### src/rtl/core/ttoe_pkg.sv
// ----------------------------------------------------------------------------
// ttoe_pkg
// Types and codes shared by the threshold trigger output engine.
// ----------------------------------------------------------------------------
package ttoe_pkg;

   localparam logic [1:0] CMD_STORE = 2'd0;
   localparam logic [1:0] CMD_WRITE = 2'd1;
   localparam logic [1:0] CMD_EVAL  = 2'd2;
   localparam logic [1:0] CMD_FORCE = 2'd3;

   localparam logic [7:0] OPER_NONE  = 8'd0;
   localparam logic [7:0] OPER_BAND  = 8'd1;
   localparam logic [7:0] OPER_BELOW = 8'd2;
   localparam logic [7:0] OPER_ABOVE = 8'd3;
   localparam logic [7:0] OPER_OFF   = 8'd255;

   localparam logic [31:0] HOLD_UNIT = 32'd100;

   typedef struct packed {
      logic [1:0]         cmd;
      logic [7:0]         slot;
      logic signed [15:0] value;
      logic [7:0]         source_sel;
      logic [7:0]         oper_code;
      logic [7:0]         out_index;
      logic               out_polarity;
      logic signed [15:0] band;
      logic [31:0]        now_ms;
      logic               level;
   } req_type;

   typedef struct packed {
      logic        status;
      logic [4:0]  output_bits;
      logic [15:0] event_mask;
   } rsp_type;

   typedef struct packed {
      logic [7:0]         source;
      logic [7:0]         oper;
      logic [7:0]         out;
      logic               polarity;
      logic signed [15:0] threshold;
      logic signed [15:0] band;
   } entry_type;

   typedef struct packed {
      logic        swon;
      logic [31:0] stime;
   } timing_type;

   typedef struct packed {
      entry_type  entry;
      timing_type timing;
   } trig_word_type;

   typedef struct packed {
      logic       fire;
      timing_type timing;
   } act_type;

endpackage

### src/rtl/core/ttoe_ram.sv
// ----------------------------------------------------------------------------
// ttoe_ram
// Single write, single read RAM, registered read; unwritten entries read zero.
// ----------------------------------------------------------------------------
module ttoe_ram #(
   parameter int DEPTH = 16,
   parameter int WIDTH = 16,
   parameter int AW    = 4
) (
   input  logic             clock,
   input  logic             reset,
   input  logic [AW-1:0]    rd_addr,
   input  logic             wr_en,
   input  logic [AW-1:0]    wr_addr,
   input  logic [WIDTH-1:0] wr_data,
   output logic [WIDTH-1:0] rd_data
);

   logic [WIDTH-1:0] mem [DEPTH];
   logic [DEPTH-1:0] valid_ff;
   logic [WIDTH-1:0] rdata_ff;
   logic             rvalid_ff;

   always_ff @(posedge clock) begin
      if (wr_en) begin
         mem[wr_addr] <= wr_data;
      end
      rdata_ff <= mem[rd_addr];
   end

   always_ff @(posedge clock) begin
      if (reset) begin
         valid_ff  <= '0;
         rvalid_ff <= 1'b0;
      end else begin
         rvalid_ff <= valid_ff[rd_addr];
         if (wr_en) begin
            valid_ff[wr_addr] <= 1'b1;
         end
      end
   end

   assign rd_data = rvalid_ff ? rdata_ff : '0;

endmodule

### src/rtl/core/ttoe_eval.sv
// ----------------------------------------------------------------------------
// ttoe_eval
// Rule selection and output drive for one trigger during an evaluate pass.
// ----------------------------------------------------------------------------
module ttoe_eval #(
   parameter int NUM_READINGS = 16,
   parameter int NUM_OUTPUTS  = 5
) (
   input  ttoe_pkg::trig_word_type word,
   input  logic signed [15:0]      reading,
   input  logic [31:0]             hold,
   input  logic [31:0]             lock,
   input  logic [31:0]             now_ms,
   input  logic [NUM_OUTPUTS-1:0]  out_cur,
   output ttoe_pkg::act_type       act,
   output logic [NUM_OUTPUTS-1:0]  out_next
);

   logic               active, tnz, off_hold, on_eq, off_eq, on_gt, on_lt, clr;
   logic               do_drive, on, oor, tgt, cur, blocked, sw;
   logic [31:0]        el;
   logic signed [17:0] thr, rd, bd;

   always_comb begin
      active = (word.entry.oper != ttoe_pkg::OPER_NONE) &&
               (word.entry.oper != ttoe_pkg::OPER_OFF) &&
               ({1'b0, word.entry.source} < 9'(NUM_READINGS));
      thr = 18'(word.entry.threshold);
      rd  = 18'(reading);
      bd  = 18'(word.entry.band);
      el  = now_ms - word.timing.stime;
      tnz = word.timing.stime != 32'd0;

      off_hold = word.timing.swon && tnz && (el > hold);
      on_eq  = (word.entry.oper == ttoe_pkg::OPER_BAND) && (thr <= rd - bd);
      off_eq = (word.entry.oper == ttoe_pkg::OPER_BAND) && (thr >= rd + bd);
      on_gt  = (word.entry.oper == ttoe_pkg::OPER_ABOVE) && (thr < rd);
      on_lt  = (word.entry.oper == ttoe_pkg::OPER_BELOW) && (thr > rd);
      clr    = !word.timing.swon && tnz && (el > lock);

      do_drive = active && (off_hold || on_eq || off_eq || on_gt || on_lt);
      on = !off_hold && (on_eq || !off_eq);

      oor = {1'b0, word.entry.out} >= 9'(NUM_OUTPUTS);
      tgt = on ? word.entry.polarity : !word.entry.polarity;
      cur = 1'b0;
      for (int j = 0; j < NUM_OUTPUTS; j++) begin
         if (8'(j) == word.entry.out) begin
            cur = out_cur[j];
         end
      end
      blocked = !word.timing.swon && on && tnz && (el < lock);
      sw = do_drive && !oor && (cur != tgt) && !blocked;

      act.fire   = do_drive && (oor || sw);
      act.timing = word.timing;
      out_next   = out_cur;
      if (sw) begin
         act.timing.swon = on;
         if ((word.entry.band > 16'sd0) && (word.entry.oper > ttoe_pkg::OPER_BAND)) begin
            act.timing.stime = now_ms;
         end
         for (int j = 0; j < NUM_OUTPUTS; j++) begin
            if (8'(j) == word.entry.out) begin
               out_next[j] = tgt;
            end
         end
      end else if (active && !do_drive && clr) begin
         act.timing.stime = 32'd0;
      end
   end

endmodule

### src/rtl/core/threshold_trigger_output_engine_top.sv
// ----------------------------------------------------------------------------
// threshold_trigger_output_engine_top
// Bank of threshold triggers driving output bits, held in two memories.
// ----------------------------------------------------------------------------
// One command per beat, taken when start is high and busy low; exactly one
// result beat follows on rsp_valid, which the receiver must take as it comes.
// Store reading and force output answer in the next cycle and never raise
// busy. Write trigger entry is a read-modify-write of the trigger memory.
// Evaluate walks the trigger memory in index order; each trigger passes
// through entry read, reading read plus hold/lock products, then decide and
// write back. No clearing pass: valid bits make unwritten entries read as
// zero straight out of reset.
// ----------------------------------------------------------------------------
module threshold_trigger_output_engine_top #(
   parameter int NUM_TRIGGERS = 16,
   parameter int NUM_READINGS = 16,
   parameter int NUM_OUTPUTS  = 5
) (
   input  logic              clock,
   input  logic              reset,
   input  logic              start,
   output logic              busy,
   input  ttoe_pkg::req_type req_data,
   output logic              rsp_valid,
   output ttoe_pkg::rsp_type rsp_data
);

   localparam int TIW = (NUM_TRIGGERS > 1) ? $clog2(NUM_TRIGGERS) : 1;
   localparam int RIW = (NUM_READINGS > 1) ? $clog2(NUM_READINGS) : 1;
   localparam logic [TIW-1:0] LAST_IDX = TIW'(NUM_TRIGGERS - 1);
   localparam int WW = $bits(ttoe_pkg::trig_word_type);

   typedef enum logic [4:0] {
      ST_IDLE = 5'b00001,
      ST_WENT = 5'b00010,
      ST_ENT  = 5'b00100,
      ST_SRC  = 5'b01000,
      ST_ACT  = 5'b10000
   } state_type;

   state_type               state_ff, state_in;
   logic [TIW-1:0]          idx_ff, idx_in;
   ttoe_pkg::req_type       req_ff;
   logic [NUM_OUTPUTS-1:0]  out_ff, out_in, out_next;
   logic [15:0]             events_ff, events_in;
   logic                    rsp_valid_ff, rsp_valid_in;
   logic                    status_ff, status_in;
   ttoe_pkg::trig_word_type word_ff;
   logic signed [15:0]      rd_ff;
   logic [31:0]             hold_ff, lock_ff, band32;
   ttoe_pkg::act_type       act;

   logic                    accept, wr_ok;
   logic [TIW-1:0]          a_raddr, a_waddr;
   logic                    a_we;
   ttoe_pkg::trig_word_type a_wdata, a_rdata;
   logic [RIW-1:0]          b_raddr;
   logic                    b_we;
   logic [15:0]             b_rdata;
   logic [15:0]             out_wide;

   assign accept = start && (state_ff == ST_IDLE);
   assign busy   = state_ff != ST_IDLE;
   assign wr_ok  = ({1'b0, req_data.slot} < 9'(NUM_TRIGGERS)) &&
                   ({1'b0, req_data.source_sel} < 9'(NUM_READINGS));

   // trigger memory: entry plus timing per trigger
   ttoe_ram #(.DEPTH(NUM_TRIGGERS), .WIDTH(WW), .AW(TIW)) u_trig_ram (
      .clock   (clock),
      .reset   (reset),
      .rd_addr (a_raddr),
      .wr_en   (a_we),
      .wr_addr (a_waddr),
      .wr_data (a_wdata),
      .rd_data (a_rdata)
   );

   // reading memory
   ttoe_ram #(.DEPTH(NUM_READINGS), .WIDTH(16), .AW(RIW)) u_read_ram (
      .clock   (clock),
      .reset   (reset),
      .rd_addr (b_raddr),
      .wr_en   (b_we),
      .wr_addr (req_data.slot[RIW-1:0]),
      .wr_data (req_data.value),
      .rd_data (b_rdata)
   );

   ttoe_eval #(.NUM_READINGS(NUM_READINGS), .NUM_OUTPUTS(NUM_OUTPUTS)) u_eval (
      .word     (word_ff),
      .reading  (rd_ff),
      .hold     (hold_ff),
      .lock     (lock_ff),
      .now_ms   (req_ff.now_ms),
      .out_cur  (out_ff),
      .act      (act),
      .out_next (out_next)
   );

   assign b_we    = accept && (req_data.cmd == ttoe_pkg::CMD_STORE) &&
                    ({1'b0, req_data.slot} < 9'(NUM_READINGS));
   assign b_raddr = a_rdata.entry.source[RIW-1:0];
   assign band32  = {{16{word_ff.entry.band[15]}}, word_ff.entry.band};

   always_comb begin
      state_in     = state_ff;
      idx_in       = idx_ff;
      out_in       = out_ff;
      events_in    = events_ff;
      rsp_valid_in = 1'b0;
      status_in    = status_ff;
      a_raddr      = idx_ff;
      a_we         = 1'b0;
      a_waddr      = idx_ff;
      a_wdata      = word_ff;
      case (state_ff)
         ST_IDLE: begin
            if (start) begin
               status_in = 1'b0;
               events_in = '0;
               case (req_data.cmd)
                  ttoe_pkg::CMD_STORE: begin
                     rsp_valid_in = 1'b1;
                     status_in    = !b_we;
                  end
                  ttoe_pkg::CMD_WRITE: begin
                     a_raddr = req_data.slot[TIW-1:0];
                     if (wr_ok) begin
                        state_in = ST_WENT;
                     end else begin
                        rsp_valid_in = 1'b1;
                        status_in    = 1'b1;
                     end
                  end
                  ttoe_pkg::CMD_EVAL: begin
                     a_raddr  = '0;
                     idx_in   = '0;
                     state_in = ST_ENT;
                  end
                  default: begin
                     rsp_valid_in = 1'b1;
                     status_in    = 1'b1;
                     for (int j = 0; j < NUM_OUTPUTS; j++) begin
                        if (8'(j) == req_data.slot) begin
                           out_in[j] = req_data.level;
                           status_in = 1'b0;
                        end
                     end
                  end
               endcase
            end
         end
         ST_WENT: begin
            // new entry fields, timing kept as it was
            a_we                     = 1'b1;
            a_waddr                  = req_ff.slot[TIW-1:0];
            a_wdata.timing           = a_rdata.timing;
            a_wdata.entry.source     = req_ff.source_sel;
            a_wdata.entry.oper       = req_ff.oper_code;
            a_wdata.entry.out        = req_ff.out_index;
            a_wdata.entry.polarity   = req_ff.out_polarity;
            a_wdata.entry.threshold  = req_ff.value;
            a_wdata.entry.band       = req_ff.band;
            rsp_valid_in             = 1'b1;
            state_in                 = ST_IDLE;
         end
         ST_ENT: begin
            state_in = ST_SRC;
         end
         ST_SRC: begin
            state_in = ST_ACT;
         end
         ST_ACT: begin
            a_we           = 1'b1;
            a_wdata.timing = act.timing;
            out_in         = out_next;
            for (int j = 0; j < 16; j++) begin
               if ((int'(idx_ff) == j) && act.fire) begin
                  events_in[j] = 1'b1;
               end
            end
            if (idx_ff == LAST_IDX) begin
               rsp_valid_in = 1'b1;
               state_in     = ST_IDLE;
            end else begin
               idx_in   = idx_ff + 1'b1;
               a_raddr  = idx_ff + 1'b1;
               state_in = ST_ENT;
            end
         end
         default: begin
            state_in = ST_IDLE;
         end
      endcase
   end

   always_ff @(posedge clock) begin
      if (reset) begin
         state_ff     <= ST_IDLE;
         idx_ff       <= '0;
         out_ff       <= '0;
         events_ff    <= '0;
         rsp_valid_ff <= 1'b0;
         status_ff    <= 1'b0;
      end else begin
         state_ff     <= state_in;
         idx_ff       <= idx_in;
         out_ff       <= out_in;
         events_ff    <= events_in;
         rsp_valid_ff <= rsp_valid_in;
         status_ff    <= status_in;
      end
   end

   // payload and per-trigger working registers
   always_ff @(posedge clock) begin
      if (accept) begin
         req_ff <= req_data;
      end
      if (state_ff == ST_ENT) begin
         word_ff <= a_rdata;
      end
      if (state_ff == ST_SRC) begin
         rd_ff   <= b_rdata;
         hold_ff <= 32'(band32 * ttoe_pkg::HOLD_UNIT);
         lock_ff <= 32'(band32 * 32'(32'(idx_ff) * ttoe_pkg::HOLD_UNIT));
      end
   end

   assign out_wide              = 16'(out_ff);
   assign rsp_valid             = rsp_valid_ff;
   assign rsp_data.status       = status_ff;
   assign rsp_data.output_bits  = out_wide[4:0];
   assign rsp_data.event_mask   = events_ff;

`ifndef SYNTHESIS
   a_rsp_idle : assert property (@(posedge clock) disable iff (reset)
      rsp_valid |-> !busy)
      else $error("result beat while busy");

   a_store_rsp : assert property (@(posedge clock) disable iff (reset)
      (start && !busy && (req_data.cmd == ttoe_pkg::CMD_STORE)) |=> rsp_valid)
      else $error("store reading gave no result beat");

   a_walk : assert property (@(posedge clock) disable iff (reset)
      ((state_ff == ST_ACT) && (idx_ff != LAST_IDX)) |=>
         ((state_ff == ST_ENT) && !rsp_valid))
      else $error("evaluate walk broke off early");
`endif

endmodule

### config.mk
export PLATFORM = sky130hd
export DESIGN_NAME = threshold_trigger_output_engine_top
export DESIGN_NICKNAME = d
export VERILOG_FILES = /design/src/rtl/core/ttoe_pkg.sv /design/src/rtl/core/ttoe_ram.sv /design/src/rtl/core/ttoe_eval.sv /design/src/rtl/core/threshold_trigger_output_engine_top.sv
export SDC_FILE = /design/constraint.sdc
export NUM_CORES = 2
export LEC_CHECK = 0
export ABC_AREA = 1
export BUFFER_PORTS_ARGS = -buffer_cell sky130_fd_sc_hd__buf_2
export CAP_MARGIN = 20
export CORE_MARGIN = 5
export CORE_UTILIZATION = 35
export DETAILED_ROUTE_END_ITERATION = 8
export HOLD_SLACK_MARGIN = 0.02
export PLACE_DENSITY = 0.61
export REMOVE_ABC_BUFFERS = 1
export SLEW_MARGIN = 20
export SYNTH_ARGS = -nofsm -noshare
export SYNTH_HDL_FRONTEND = slang
export SYNTH_SLANG_ARGS = --single-unit
### constraint.sdc
create_clock -name clock -period 11.5 [get_ports clock]
set_input_delay 0.575 -clock clock [delete_from_list [all_inputs] [get_ports clock]]
set_output_delay 0.575 -clock clock [all_outputs]
set_load 0.01 [all_outputs]
**Yosys cells after proc, flatten, opt, wreduce, memory -nomap -nowiden**

Memories as Yosys holds them, arrays and structs flattened. A register that Yosys moved wholly into a read port is not among the register bits.
Cells that the tools add are included.

- Register bits after elaboration: 325
- Memory bits (writable): 1696
- Input port bits: 103
- Output and inout port bits: 24
- Word-level logic and storage cells: 321
- Memories: 2

- Add/subtract/negate cells: 4
- Multipliers: 3
- Order comparisons: 19
- Eq/ne operators: 69
- Multiplexer cells: 82
- Bitwise operators: 2
- Reduce and logical (&&, ||, !) cells: 91

Memories:

| memory | words | width | read ports | clocked after Yosys merged registers in | write ports | RTL line | text |
|---|---|---|---|---|---|---|---|
| u_trig_ram.mem | 16 | 90 | 1 | 1 | 1 | ttoe_ram.sv:19 | `logic [WIDTH-1:0] mem [DEPTH];` |
| u_read_ram.mem | 16 | 16 | 1 | 1 | 1 | ttoe_ram.sv:19 |  |

Operator list:

| cell | number |
|---|---|
| $mux 32 | 3 |
| $mux 86 | 1 |
| $pmux 33 s2 | 1 |
| $gt 32x32->1 | 2 |
| $mux 57 | 1 |
| $reduce_and 3->1 | 18 |
| $mux 1 | 50 |
| $logic_and 1x1->1 | 44 |
| $eq 4x4->1 const B | 9 |
| $ne 2x2->1 const B | 18 |
| $eq 2x8->1 const A | 4 |
| $lt 32x32->1 | 1 |
| $mul 32x5->30 const B | 1 |
| $mul 32x9->30 | 1 |
| $or 16x16->16 | 2 |
| $pmux 16 s2 | 1 |
| $reduce_bool 32->1 | 1 |
| $sub 32x32->32 | 1 |
| $reduce_and 6->1 | 5 |
| $mux 5 | 5 |
| $lt 8x5->1 const B | 3 |
| $ne 2x1->1 const B | 12 |
| $pmux 4 s2 | 3 |
| $lt 4x5->1 const B | 4 |
| 50 further kinds | 79 |

**Depth between registers and ports, before layout**

- Depth after elaboration: 16
- Gate-level depth with buffers: 42
- Mapped depth without buffers: 39

**Cells and area by module**

Synthesis repeated with hierarchy kept, for this count alone.

- Cells, all modules: 8876
- Area, all modules: 97873.9 µm²

Modules (own cells, without submodules):

| module | instances | cells an instance | area each (µm²) | sequential area each (µm²) |
|---|---|---|---|---|
| ttoe_ram (u_trig_ram) | 1 | 4582 | 59828.6 | 45383.5 |
| threshold_trigger_output_engine_top | 1 | 2025 | 18736.7 | 8418.1 |
| ttoe_ram (u_read_ram) | 1 | 924 | 11383.4 | 8348.0 |
| ttoe_eval | 1 | 1345 | 7925.1 | 0.0 |

**Worst setup path after synthesis**

No wires, ideal clock.

- Path kind: register to register
- Start point: register state_ff[0]
- End point: register state_ff[0]
- Setup time: 0.511 ns
- Arrival time: 10.202 ns
- Required time: 10.989 ns
- Slack: 0.787 ns
- Cell stages (with the launch flop): 5
- Buffers on the path: 0
- Clock period less this slack: 10.713 ns
- Path through: dfxtp_1 > nor2_2 > inv_1 > nor4_1 > o311ai_0

- Word-level cells in the longest chain between the ends: 3
- Elaborated cells on any way between the ends: 9
- Classes of those cells: eq/ne (7); mux (1); reduce/logical (1)

RTL lines:

| element | RTL line | text |
|---|---|---|
| start, declared | threshold_trigger_output_engine_top.sv:41 | `state_type state_ff, state_in;` |
| start signal, assigned | threshold_trigger_output_engine_top.sv:206 | `state_ff <= state_in;` |
| $eq 5x1->1 | threshold_trigger_output_engine_top.sv:116 | `case (state_ff)` |
| $ne 3x1->1 (no source line) (tied with other cells) | n/a |  |
| $reduce_and 3->1 (no source line) | n/a |  |

Parallel ways exist; a longest one is shown, timed or not.
A chain may end at the register's enable or synchronous reset.

**Worst setup path in the final report**

- Start point: register idx_ff[0]
- End point: register lock_ff[29] (data pin)

- Word-level cells in the longest chain between the ends: 2

RTL lines:

| element | RTL line | text |
|---|---|---|
| start, declared | threshold_trigger_output_engine_top.sv:42 | `logic [TIW-1:0] idx_ff, idx_in;` |
| start signal, assigned | threshold_trigger_output_engine_top.sv:207 | `idx_ff <= idx_in;` |
| $mul 4x5->9 | threshold_trigger_output_engine_top.sv:226 | `lock_ff <= 32'(band32 * 32'(32'(idx_ff) * ttoe_pkg::HOLD_UNIT));` |
| $mul 32x9->30 | threshold_trigger_output_engine_top.sv:226 |  |
| end signal, assigned | threshold_trigger_output_engine_top.sv:226 |  |
| end, declared | threshold_trigger_output_engine_top.sv:50 | `logic [31:0] hold_ff, lock_ff, band32;` |

No other way between the ends.

==> impl_metrics.env <==
export IMPL_min_delay_path_depth=1
export IMPL_synth_flop_cell="edfxtp_1"
export IMPL_design_area_um2=107000
export IMPL_placedInstanceArea_um2=99000
export IMPL_slowest_delay_ps=910
export IMPL_finalWorstSetupSlack_ps=4000
export IMPL_die_area_um2=280000
export IMPL_syn_area_um2=94500
export IMPL_grt_overflow=0
export IMPL_fin_crit_ps=7500
export IMPL_place_congestion=0.885
export IMPL_synth_area_leader_cell="edfxtp_1"
export IMPL_start_kind="register"
export IMPL_cap_violations=0
export IMPL_worstPathRequired_ps=12050
export IMPL_regArea_um2=62200
export IMPL_path_depth=24
export IMPL_grt_max_degree=203
export IMPL_vias=62300
export IMPL_design_power_total_mw=18.1
export IMPL_nets=8503
export IMPL_drt_total_wl_um=269000
export IMPL_clock_path_buffers=4
export IMPL_vias_per_cell=5.32
export IMPL_synthTopCellsByArea="edfxtp_1 (62%), nor2_1 (4.8%), o21ai_0 (4.1%)"
export IMPL_power_leakage_nw=39.1
export IMPL_clock_sinks=2127
export IMPL_ys_warn_count=0
export IMPL_path_class="reg -> reg"
export IMPL_cp_max_fo=23
export IMPL_finalCritPeriodShare_pct=65.2
export IMPL_rsz0062_at_grt="false"
export IMPL_cts_resized=0
export IMPL_synth_seq_cells=2127
export IMPL_drive_above_1_share_pct=8.16
export IMPL_synthMostInstantiatedCell="edfxtp_1"
export IMPL_synth_top_area_share_pct=62.1
export IMPL_grt_usage_pct=18.6
export IMPL_coreArea_um2=268000
export IMPL_fp_dieH_um=530
export IMPL_post_drt_wl_per_cell_um=23.0
export IMPL_rows=190
export IMPL_clk_latency_ps=930
export IMPL_synth_edf_count=1955
export IMPL_async_flop_share_pct=0
export IMPL_drt_pass1_iter_count=8
export IMPL_drtIter0Drc=6025
export IMPL_cp_end_kind="register"
export IMPL_slew_headroom_pct=20.0
export IMPL_h_tree_depth=4
export IMPL_dp_cells=11200
export IMPL_postRouteAntennaNets=0
export IMPL_drcViolationCount=0
export IMPL_antenna_found_initial=10
export IMPL_setup_tns_ps=0
export IMPL_cts_clk_slew_worst_paths_ps=60
export IMPL_syn2layout_area_growth_pct=13.3
export IMPL_path_cells="inv_1 -> ha_1 -> ha_1 -> fa_1 -> a21oi_1 -> or2_2 -> nand2_1 -> inv_1 -> nand2_1 -> fa_1 -> fa_1 -> inv_1 -> fa_1 -> fa_1 -> ha_1 -> nand2_1 -> nand2_1 -> a31oi_1 -> o21ai_0 -> a21oi_1 -> o21ai_0 -> a21boi_0 -> o21ai_0 -> xor2_1"
export IMPL_pwr_density_cell_nw_per_um2=169
export IMPL_synth_cell_type_count=58
export IMPL_worstRegToRegCells=24
export IMPL_whs_ps=110
export IMPL_tightest_slew_ps=1200
export IMPL_multi_input_area_um2=28300
export IMPL_dp_slack_ps=4080
export IMPL_die_w_um=530
export IMPL_portBuffers=126
export IMPL_ioPinCount=127
export IMPL_slew_violations=0
export IMPL_crit_family="adder cells"
export IMPL_cts_buffers=220
export IMPL_crit_arrival_ps=8050
export IMPL_synth_commonest_cells="edfxtp_1 (1955), nor2_1 (1196), o21ai_0 (768), nand2_1 (756), inv_1 (644)"
export IMPL_stdcell_count=11700
export IMPL_holdCritPathClass="in -> reg"
export IMPL_max_freq_ghz=0.133
export IMPL_grt_pass1_wl_um=396000
export IMPL_start_util_pct=35.2
export IMPL_first_global_vias=61500
export IMPL_vdd_drop_max_v=0.000158
export IMPL_hold_viol=0
export IMPL_crit_top_cell="fa_1"
export IMPL_post_route_util_pct=39.9
export IMPL_seq_area_frac_synth_pct=65.8
export IMPL_status="completed"
export IMPL_cts_tree="done"
export IMPL_synthCells=7843
export IMPL_hpwl_um=152000
export IMPL_skew_ps=117
export IMPL_synth_avg_cell_area_um2=12.0
export IMPL_path_buf_inv=3
export IMPL_cpMaxStageDelayCell="dfxtp_1"
export IMPL_setup_viol=0
export IMPL_nFillCells=25000
export IMPL_root_buffer="clkbuf_16"
-- metal layers --
layer	global-route usage [%]	part of all wire, %	vias up
li1	-	-	28300
met1	25.6	43	31200
met2	30.4	47	2356
met3	2.49	7.0	454
met4	6.11	3.4	8
met5	0	0.016	-
-- power breakdown --
| group | total (mW) | switching (mW) | internal (mW) |
|---|---|---|---|
| clock | 7.14 | 2.96 | 4.18 |
| sequential | 8.70 | 0.126 | 8.58 |
| combinational | 2.28 | 1.58 | 0.697 |
| total | 18.1 | 4.67 | 13.5 |
-- worst paths after layout --
path / start / to / slack [ps]
worst max-delay path: idx_ff[0] / lock_ff[29] / 4000
worst min-delay path: req_data[75] / u_read_ram.mem[15][1] / 110
worst max register to register: idx_ff[0] / lock_ff[29] / 4000
worst min register to register: u_trig_ram.rdata_ff[66] / word_ff[66] / 440
-- layout make-up --
| cell class | count | share of cell area, % |
|---|---|---|
| sequential | 2127 | 58.0 |
| multi-input combinational | 4630 | 26.4 |
| clock buffer | 292 | 5.57 |
| tap | 3552 | 4.15 |
| inverter | 657 | 2.33 |
| timing repair buffer | 335 | 2.33 |
| clock inverter | 109 | 1.14 |
| antenna | 3 | 0.00701 |
-- worst register-to-register path: stages (launching register included) --
cell and delay [ps]:
dfxtp_1 910, inv_1 300, ha_1 410, ha_1 230, fa_1 480, a21oi_1 190, or2_2 140, nand2_1 80
inv_1 370, nand2_1 140, fa_1 490, fa_1 500, inv_1 50, fa_1 500, fa_1 420, ha_1 340
nand2_1 90, nand2_1 50, a31oi_1 210, o21ai_0 200, a21oi_1 300, o21ai_0 210, a21boi_0 310, o21ai_0 150
xor2_1 150
-- cells in the final DEF (no fill, tap or decap), drive strengths merged, types with 5 or more instances in the layout --
cell and instances:
mux2i 180, o32ai 100, ha 285, nand4 34, bufinv 24, fa 144, inv 657, dfxtp 172
o21ai 897, nor2 1200, o21bai 13, nand2 771, o221ai 163, dlygate4sd3 77, a31oi 11, clkinvlp 5
nand3 94, xor2 77, o22ai 174, xnor2 25, nor4 18, o21a 18, buf 252, edfxtp 1955
a21oi 234, clkinv 80, nor3 99, o211ai 51, a21boi 7, a21o 10, clkbuf 298
-- sequential cells by signal, indices dropped and copies added, names as in the netlist --
signal / count
u_trig_ram.mem: 1440
u_read_ram.mem: 256
req_ff: 93
u_trig_ram.rdata_ff: 90
word_ff: 74
hold_ff: 30
lock_ff: 30
band32: 16
events_ff: 16
rd_ff: 16
u_read_ram.rdata_ff: 16
u_read_ram.valid_ff: 16
u_trig_ram.valid_ff: 16
out_ff: 5
state_ff: 5
idx_ff: 4
rsp_valid: 1
status_ff: 1
u_read_ram.rvalid_ff: 1
u_trig_ram.rvalid_ff: 1
-- logic make-up after synthesis --
logic type,after synthesis,share of synthesized area (%)
AND/OR/NAND/NOR,2226,9.39
adder cells (fa/ha/maj),429,6.82
multiplexers,180,1.91
AO/OA/AOI/OAI,1693,10.6
flip-flops,2127,65.8
XOR/XNOR,102,0.945
buffers and inverters,1086,4.53
-- what timing repair did --
item,CTS,global route
endpoints found under the hold margin,77,0
setup buffers,0,0
hold buffers,77,0
(Power assumes the default switching activity.)
